### src/buzzer_beep_pattern_generator_defines.svh
// Assertion macros for the buzzer beep pattern generator.
`ifndef BUZZER_BEEP_PATTERN_GENERATOR_DEFINES_SVH
`define BUZZER_BEEP_PATTERN_GENERATOR_DEFINES_SVH

// Condition must hold at every clock edge out of reset.
`define BBPG_ASSERT(lbl, cond, msg) \
    lbl: assert property (@(posedge clk) disable iff (!rst_n) (cond)) else $error(msg);

// Consequent must hold in the cycle after the antecedent.
`define BBPG_ASSERT_NEXT(lbl, ante, cons, msg) \
    lbl: assert property (@(posedge clk) disable iff (!rst_n) (ante) |=> (cons)) \
        else $error(msg);

`endif

### src/bbpg_pkg.sv
// Shared types and constants for the buzzer beep pattern generator.
package bbpg_pkg;

    localparam int IN_DATA_W  = 24;
    localparam int OUT_DATA_W = 8;

    localparam logic [7:0] FOREVER_COUNT = 8'hff;

    typedef struct packed {
        logic       command;
        logic [7:0] repeat_count;
        logic [7:0] on_ticks;
        logic [7:0] off_ticks;
    } item_t;

    typedef struct packed {
        logic buzzer_on;
        logic pattern_active;
    } result_t;

endpackage

### src/bbpg_core.sv
// Beep pattern state and its single-pass update for one item.
module bbpg_core
    import bbpg_pkg::*;
(
    input  logic    clk,
    input  logic    rst_n,
    input  logic    step,
    input  item_t   item,
    output result_t result
);

    typedef enum logic [3:0] {
        PH_LOAD_ON  = 4'b0001,
        PH_ON       = 4'b0010,
        PH_LOAD_OFF = 4'b0100,
        PH_OFF      = 4'b1000
    } phase_t;

    phase_t     phase_reg, phase_next;
    logic [7:0] repeats_left_reg, repeats_left_next;
    logic [7:0] on_reload_reg, on_reload_next;
    logic [7:0] off_reload_reg, off_reload_next;
    logic [7:0] on_remaining_reg, on_remaining_next;
    logic [7:0] off_remaining_reg, off_remaining_next;
    logic       drive_level_reg, drive_level_next;

    logic [7:0] on_dec;
    logic [7:0] off_dec;

    assign on_dec  = on_remaining_reg - 8'd1;
    assign off_dec = off_remaining_reg - 8'd1;

    always_comb
    begin
        phase_next         = phase_reg;
        repeats_left_next  = repeats_left_reg;
        on_reload_next     = on_reload_reg;
        off_reload_next    = off_reload_reg;
        on_remaining_next  = on_remaining_reg;
        off_remaining_next = off_remaining_reg;
        drive_level_next   = drive_level_reg;
        if (item.command)
        begin
            repeats_left_next = item.repeat_count;
            on_reload_next    = item.on_ticks;
            off_reload_next   = item.off_ticks;
            phase_next        = PH_LOAD_ON;
        end
        else if (repeats_left_reg == 8'd0)
        begin
            phase_next       = PH_LOAD_ON;
            drive_level_next = 1'b0;
        end
        else
        begin
            case (phase_reg)
                PH_LOAD_ON:
                begin
                    on_remaining_next = on_reload_reg;
                    phase_next        = PH_ON;
                end
                PH_ON:
                begin
                    drive_level_next  = 1'b1;
                    on_remaining_next = on_dec;
                    if (on_dec == 8'd0)
                    begin
                        phase_next = PH_LOAD_OFF;
                    end
                end
                PH_LOAD_OFF:
                begin
                    off_remaining_next = off_reload_reg;
                    phase_next         = PH_OFF;
                end
                PH_OFF:
                begin
                    drive_level_next   = 1'b0;
                    off_remaining_next = off_dec;
                    if (off_dec == 8'd0)
                    begin
                        if (repeats_left_reg != FOREVER_COUNT)
                        begin
                            repeats_left_next = repeats_left_reg - 8'd1;
                        end
                        phase_next = PH_LOAD_ON;
                    end
                end
                default:
                begin
                    phase_next = PH_LOAD_ON;
                end
            endcase
        end
    end

    always_ff @(posedge clk or negedge rst_n)
    begin
        if (!rst_n)
        begin
            phase_reg         <= PH_LOAD_ON;
            repeats_left_reg  <= 8'd0;
            on_reload_reg     <= 8'd0;
            off_reload_reg    <= 8'd0;
            on_remaining_reg  <= 8'd0;
            off_remaining_reg <= 8'd0;
            drive_level_reg   <= 1'b0;
        end
        else if (step)
        begin
            phase_reg         <= phase_next;
            repeats_left_reg  <= repeats_left_next;
            on_reload_reg     <= on_reload_next;
            off_reload_reg    <= off_reload_next;
            on_remaining_reg  <= on_remaining_next;
            off_remaining_reg <= off_remaining_next;
            drive_level_reg   <= drive_level_next;
        end
    end

    // result seen after the update
    assign result.buzzer_on      = drive_level_next;
    assign result.pattern_active = (repeats_left_next != 8'd0);

endmodule

### src/buzzer_beep_pattern_generator.sv
// Top level of the buzzer beep pattern generator: input and result registers.
// An input transfer is held in the input register, and its result in the result register.
// Throughput: one item per cycle while the master side takes results; the pattern state
// updates in a single pass between the input register and the result register.
// Reset: rst_n asynchronous, active low; pattern state cleared, buzzer off,
// both stream stages empty.
`include "buzzer_beep_pattern_generator_defines.svh"
module buzzer_beep_pattern_generator
    import bbpg_pkg::*;
(
    input  logic                  clk,
    input  logic                  rst_n,
    input  logic                  s_axis_tvalid,
    output logic                  s_axis_tready,
    input  logic [IN_DATA_W-1:0]  s_axis_tdata,  // repeat_count, on_ticks, off_ticks
    input  logic                  s_axis_tuser,  // command
    output logic                  m_axis_tvalid,
    input  logic                  m_axis_tready,
    output logic [OUT_DATA_W-1:0] m_axis_tdata   // buzzer_on, pattern_active, zero pad
);

    logic    in_valid_reg, in_valid_next;
    item_t   in_item_reg;
    logic    out_valid_reg, out_valid_next;
    result_t out_result_reg;
    result_t core_result;
    logic    in_xfer;
    logic    advance;

    assign advance       = in_valid_reg && (!out_valid_reg || m_axis_tready);
    assign s_axis_tready = !in_valid_reg || advance;
    assign in_xfer       = s_axis_tvalid && s_axis_tready;

    always_comb
    begin
        in_valid_next = in_valid_reg;
        if (in_xfer)
        begin
            in_valid_next = 1'b1;
        end
        else if (advance)
        begin
            in_valid_next = 1'b0;
        end
        out_valid_next = out_valid_reg;
        if (advance)
        begin
            out_valid_next = 1'b1;
        end
        else if (m_axis_tready)
        begin
            out_valid_next = 1'b0;
        end
    end

    always_ff @(posedge clk or negedge rst_n)
    begin
        if (!rst_n)
        begin
            in_valid_reg  <= 1'b0;
            out_valid_reg <= 1'b0;
        end
        else
        begin
            in_valid_reg  <= in_valid_next;
            out_valid_reg <= out_valid_next;
        end
    end

    always_ff @(posedge clk)
    begin
        if (in_xfer)
        begin
            in_item_reg.command      <= s_axis_tuser;
            in_item_reg.repeat_count <= s_axis_tdata[7:0];
            in_item_reg.on_ticks     <= s_axis_tdata[15:8];
            in_item_reg.off_ticks    <= s_axis_tdata[23:16];
        end
        if (advance)
        begin
            out_result_reg <= core_result;
        end
    end

    bbpg_core u_core (
        .clk    (clk),
        .rst_n  (rst_n),
        .step   (advance),
        .item   (in_item_reg),
        .result (core_result)
    );

    assign m_axis_tvalid = out_valid_reg;
    assign m_axis_tdata  = {{(OUT_DATA_W-2){1'b0}}, out_result_reg.pattern_active,
                            out_result_reg.buzzer_on};

    `BBPG_ASSERT(a_full_blocks_input, !(in_valid_reg && !advance && s_axis_tready), "input taken while stage held")
    `BBPG_ASSERT_NEXT(a_advance_fills_out, advance, m_axis_tvalid, "result missing after advance")
    `BBPG_ASSERT_NEXT(a_xfer_fills_in, in_xfer, in_valid_reg, "input stage empty after transfer")

endmodule
### config.mk
export PLATFORM = sky130hd
export DESIGN_NAME = buzzer_beep_pattern_generator
export DESIGN_NICKNAME = d
export VERILOG_FILES = /design/src/bbpg_pkg.sv /design/src/bbpg_core.sv /design/src/buzzer_beep_pattern_generator.sv
export VERILOG_INCLUDE_DIRS = /design/src /design/src/src
export SDC_FILE = /design/constraint.sdc
export NUM_CORES = 1
export LEC_CHECK = 0
export BUFFER_PORTS_ARGS = -buffer_cell sky130_fd_sc_hd__buf_2
export CAP_MARGIN = 25
export CORE_ASPECT_RATIO = 1.75
export CORE_UTILIZATION = 59
export CTS_BUF_LIST = sky130_fd_sc_hd__clkbuf_16
export DETAILED_ROUTE_END_ITERATION = 10
export PLACE_DENSITY = 0.8
export RECOVER_POWER = 25
export SYNTH_ARGS = -nofsm -noshare
export SYNTH_HDL_FRONTEND = slang
export SYNTH_SLANG_ARGS = --single-unit
### constraint.sdc
create_clock -name clk -period 5.7 [get_ports clk]
set_clock_uncertainty 0.15 [all_clocks]
set_input_delay 0 -clock clk [delete_from_list [all_inputs] [get_ports clk]]
set_output_delay 0 -clock clk [all_outputs]
set_load 0.005 [all_outputs]
Word level (Yosys, flattened, before mapping)

Index checks and enable logic that the tools add are counted.

$add $sub $neg: 3
Equality and inequality tests: 7
Mux-type cells: 19
Bitwise logic cells: 2
Reductions and logical operators: 18

Operators with widths:

| kind                  | count |
|---|---|
| $mux W8               | 5 |
| $pmux W8 S2           | 2 |
| $logic_not A8 Y1      | 3 |
| $sub A8 B1 Y8 const B | 3 |
| $mux W4               | 4 |
| $pmux W4 S4           | 1 |
| $ne A4 B2 Y1 const B  | 2 |
| $ne A8 B8 Y1 const B  | 1 |
| $reduce_and A4 Y1     | 2 |
| $reduce_bool A2 Y1    | 4 |
| $reduce_bool A8 Y1    | 1 |
| $mux W1               | 6 |
| $eq A4 B1 Y1 const B  | 1 |
| $eq A4 B2 Y1 const B  | 1 |
| $eq A4 B3 Y1 const B  | 1 |
| $eq A4 B4 Y1 const B  | 1 |
| $reduce_and A3 Y1     | 1 |
| $logic_and A1 B1 Y1   | 2 |
| $logic_not A1 Y1      | 2 |
| $logic_or A1 B1 Y1    | 2 |
| $not A1 Y1            | 2 |
| $pmux W1 S2           | 1 |
| $reduce_and A2 Y1     | 1 |

Bits in registers: 74
Input port bits: 29
Output and inout bits: 10
Logic and storage cells: 64

Depth between registers and ports, before layout

Word-level depth: 7
Depth in mapped cells: 10
Gate-level depth less buffers: 9

Hierarchy

A second synthesis with hierarchy kept.

Cell total of the unflattened synthesis: 318
Area, all modules: 3609.7 µm²

By module, submodules not included:

| module                        | instances | cells each | area an instance (µm²) | seq. area each (µm²) |
|---|---|---|---|---|
| bbpg_core                     | 1         | 276        | 2646.3                 | 1127.3 |
| buzzer_beep_pattern_generator | 1         | 42         | 963.4                  | 860.8 |

Worst setup path after synthesis

Ideal clock, no wire load.

Path type: register to register
Start: reg u_core.off_remaining_reg[0]
End: reg out_result_reg, in the netlist m_axis_tdata[1], data pin
Setup time: 0.272 ns
Data arrival time: 2.540 ns
Required time: 5.278 ns
Setup slack: 2.738 ns
Cell stages (with the launch flop): 10
Path buffers: 0
Clock period less this slack: 2.962 ns
Cells stage by stage: dfrtp_1 inv_1 ha_1 a211oi_1 o221ai_1 nor4_1 mux2_2 mux2i_1 nand2b_1 or4b_1

RTL lines:

| element                | line                                | source |
|---|---|---|
| from (decl)            | bbpg_core.sv:24                     | `logic [7:0] off_remaining_reg, off_remaining_next;` |
| from (signal assigned) | bbpg_core.sv:116                    | `off_remaining_reg <= off_remaining_next;` |
| to (signal assigned)   | buzzer_beep_pattern_generator.sv:81 | `out_result_reg <= core_result;` |
| to (decl)              | buzzer_beep_pattern_generator.sv:25 | `result_t out_result_reg;` |

==> metrics.md <==
| Metric | Value |
|---|---|
| Unrepaired setup endpoints after global routing | false |
| Largest net degree at the start of global routing | 31 |
| Pins over their slew limit | 0 |
| Number of I/O port buffers | 32 |
| Core Footprint | between 5000 and 6000 um^2 |
| Worst Path Required | 5.62 ns |
| Register area share after synthesis | 0.5472 |
| Number of inserted diodes | 0 |
| Measured slew at the worst slew-check pin | 1.116 ns |
| I/O pin total | 39 |
| Number of setup buffers added after CTS | 0 |
| # DRC | 0 |
| Syn avg cell area | 10.98 um^2 |
| Synth Warn # | 0 |
| Shortest period the worst path allows | around 3.3 ns |
| Number of max-cap violations | 0 |
| Cell accounting for the most synthesized area | dfrtp_1 |
| Synth Flop Type | dfrtp_1 |
| Initial antenna violation count | 0 |
| Post-Syn Instances | 331 |
| Vias per inst | ~5.8 |
| Clk slew on worst S/H paths | 0.05 ns |
| Final hold violations | 0 |
| Final setup fails | 0 |
| # hold bufs at CTS | 29 |
| Final Util | 0.7454 |
| Share of layout cells above drive strength 1 | 0.1910 |
| Min-delay worst type | input pin to register |
| Max reg flops | 25 |
| Vias in the first global route | 2750 |
| Layout Area Growth over Synthesis | 21.56% |
| Crit share post-route | 0.5801 |
| Die Ht | roughly 110 um |
| Clock Latency Late Sink | 0.33 ns |
| PwrDens | 374.9 nW/um^2 |
| Leading post-synthesis cells by cell area | dfrtp_1 32%, edfxtp_1 22%, mux2_2 6.2% |
| WP data arrival | roughly 3.2 ns |
| Rel. slew slack | 0.2559 |
| # nets final | 429 |
| Post-CTS Resized | 0 |
| Status | completed |
| Number of library cell types mapped by synthesis | 61 |
| Place WS | 2.402 ns |
| Setup TNS | 0 ns |
| Wirelength per Cell | approximately 16 um |
| Die Width | 61.32 um |
| WS Path Type | register to register |
| Worst setup EP type | register |
| Tot GR Track Use | 0.2618 |
| Final GP Congestion | 0.9066 |
| Clock Root Buffer | clkbuf_16 |
| Remaining global-route overflow | 0 |
| Detail Route Antenna Nets | 0 |
| Max clock buf depth | 2 |
| Cell Area, Synth | 3633 um^2 |
| FFs w/ async S/R, synth | 0.6351 |
| Peak supply drop | 0.3115 mV |
| First-pass GRT wire length | 12.14 mm |
| DR iter-0 viols | roughly 180 |
| Post-synth EDFFs | 27 |
| Die outline area | 6489 um^2 |
| WL final | around 7.4 mm |
| Clock sinks | 74 |
| Post-route cell area | roughly 4400 um^2 |
| Startpoint types | register |
| Worst Path Max Fanout | 6 |
| Yosys reg bits | between 70 and 80 |
| Clock H-tree levels | 3 |
| Placed cell areas | between 3000 and 4000 um^2 |
| DR pass1 iterations | 4 |
| Num rows | 37 |
| Post-synth top area share | 0.3168 |
| Total CTS buffers | 9 |
| Via count | between 2000 and 3000 |
| Peak Freq | 302.4 MHz |
| Power after layout | ~1.7 mW |
| Starting density of the core | 0.6132 |
| Final Worst Setup Slack | roughly 2.4 ns |
| HPWL Detailed | ~5 mm |
| TritonCTS clock tree | built |
| Pleak | 1.799 nW |
[metrics by stage]
stage | hold slack (ns) | std cells
after floorplan | -0.4456 | 336
after global placement | 0.02603 | 428
after detailed placement | -0.1743 | 430
final | 0.2252 | 476
after CTS | 0.003735 | 475
after global routing | 0.2178 | 476
[final cells by class]
cell class	count	area, um^2
inverters	12	45.04
repair buffers	65	489.2
fillers	435	1509
flip-flops and latches	74	1988
clock buffers	9	225.2
multi-input cells	231	1515
clock inverters	7	56.30
well taps	78	97.59
[synth_stat cells, types with 2 or more instances]
cell type and instances:
a21oi_1 23, nor2_1 21, or4_1 2, ha_1 7, inv_1 11, clkbuf_1 9, nor3_1 13, nor4b_1 2
a21o_1 4, o22ai_1 6, nor3b_1 2, or3_1 2, edfxtp_1 27, mux2_2 20, nand3b_1 3, a211oi_1 2
buf_4 6, nand2b_1 10, nor4_1 5, o211ai_1 2, a22o_1 2, o21ai_0 25, nand3_1 11, a22oi_1 3
nand4_1 2, nand2_1 21, dfrtp_1 46, buf_2 2, o31ai_1 2, xnor2_1 4, a31oi_1 3, mux2i_1 2
and3_1 2, nor2b_1 2
[placed cells by master, fill, tap and decap left out, types with 13 or more instances in the layout]
| master | netlist | layout |
|---|---|---|
| nor2_1 | 21 | 21 |
| edfxtp_1 | 27 | 27 |
| dlygate4sd3_1 | 0 | 29 |
| inv_1 | 11 | 14 |
| dfrtp_1 | 46 | 46 |
| mux2_2 | 20 | 20 |
| buf_2 | 2 | 32 |
| nand2_1 | 21 | 21 |
| o21ai_0 | 25 | 25 |
| nor3_1 | 13 | 13 |
| a21oi_1 | 23 | 23 |
[per-layer routing]
metal | up-vias | global-route usage | share of wire
li1 | 1334 | - | -
met1 | 1320 | 0.2737 | 0.38
met2 | 69 | 0.4472 | 0.55
met3 | 24 | 0.07485 | 0.033
met4 | 0 | 0.1429 | 0.032
met5 | - | 0 | 0
[final timing paths]
path,startpoint,end,slack (ns),cells after the start
worst max-delay path,u_core.off_remaining_reg[0],m_axis_tdata[1],2.39,9
worst min-delay path,s_axis_tdata[18],in_item_reg[2],0.23,2
worst max register to register,u_core.off_remaining_reg[0],m_axis_tdata[1],2.39,9
worst min register to register,in_item_reg[7],u_core.off_reload_reg[7],0.33,1
max in group asynchronous,rst_n,u_core.on_reload_reg[2],4.44,3
min in group asynchronous,rst_n,u_core.repeats_left_reg[6],0.25,2
[report_power, final]
group / total [mW] / internal, mW / switching, mW
Clock: 0.530 / 0.330 / 0.200
Combinational: 0.352 / 0.169 / 0.182
Sequential: 0.774 / 0.664 / 0.110
Total: 1.66 / 1.16 / 0.492
[kinds of logic (layout without fill, tap and decap cells)]
group           count (synthesis)  after routing  synth area share
mux                            22             22           0.06749
fa+ha+maj                       7              7           0.02410
simple gates                  109            109            0.1656
buf+inv                        31             93           0.04097
compound gates                 82             82            0.1415
xor+xnor                        5              5           0.01205
other cells                     1              6          0.001032
flops                          74             74            0.5472
[critical path, stage by stage (launching register included)]
cell	delay, ns
dfrtp_1	0.42
inv_1	0.09
ha_1	0.26
a211oi_1	0.23
o221ai_1	0.27
nor4_1	0.48
mux2_2	0.39
mux2i_1	0.18
nand2b_1	0.07
or4b_1	0.49
(Power assumes the default switching activity.)
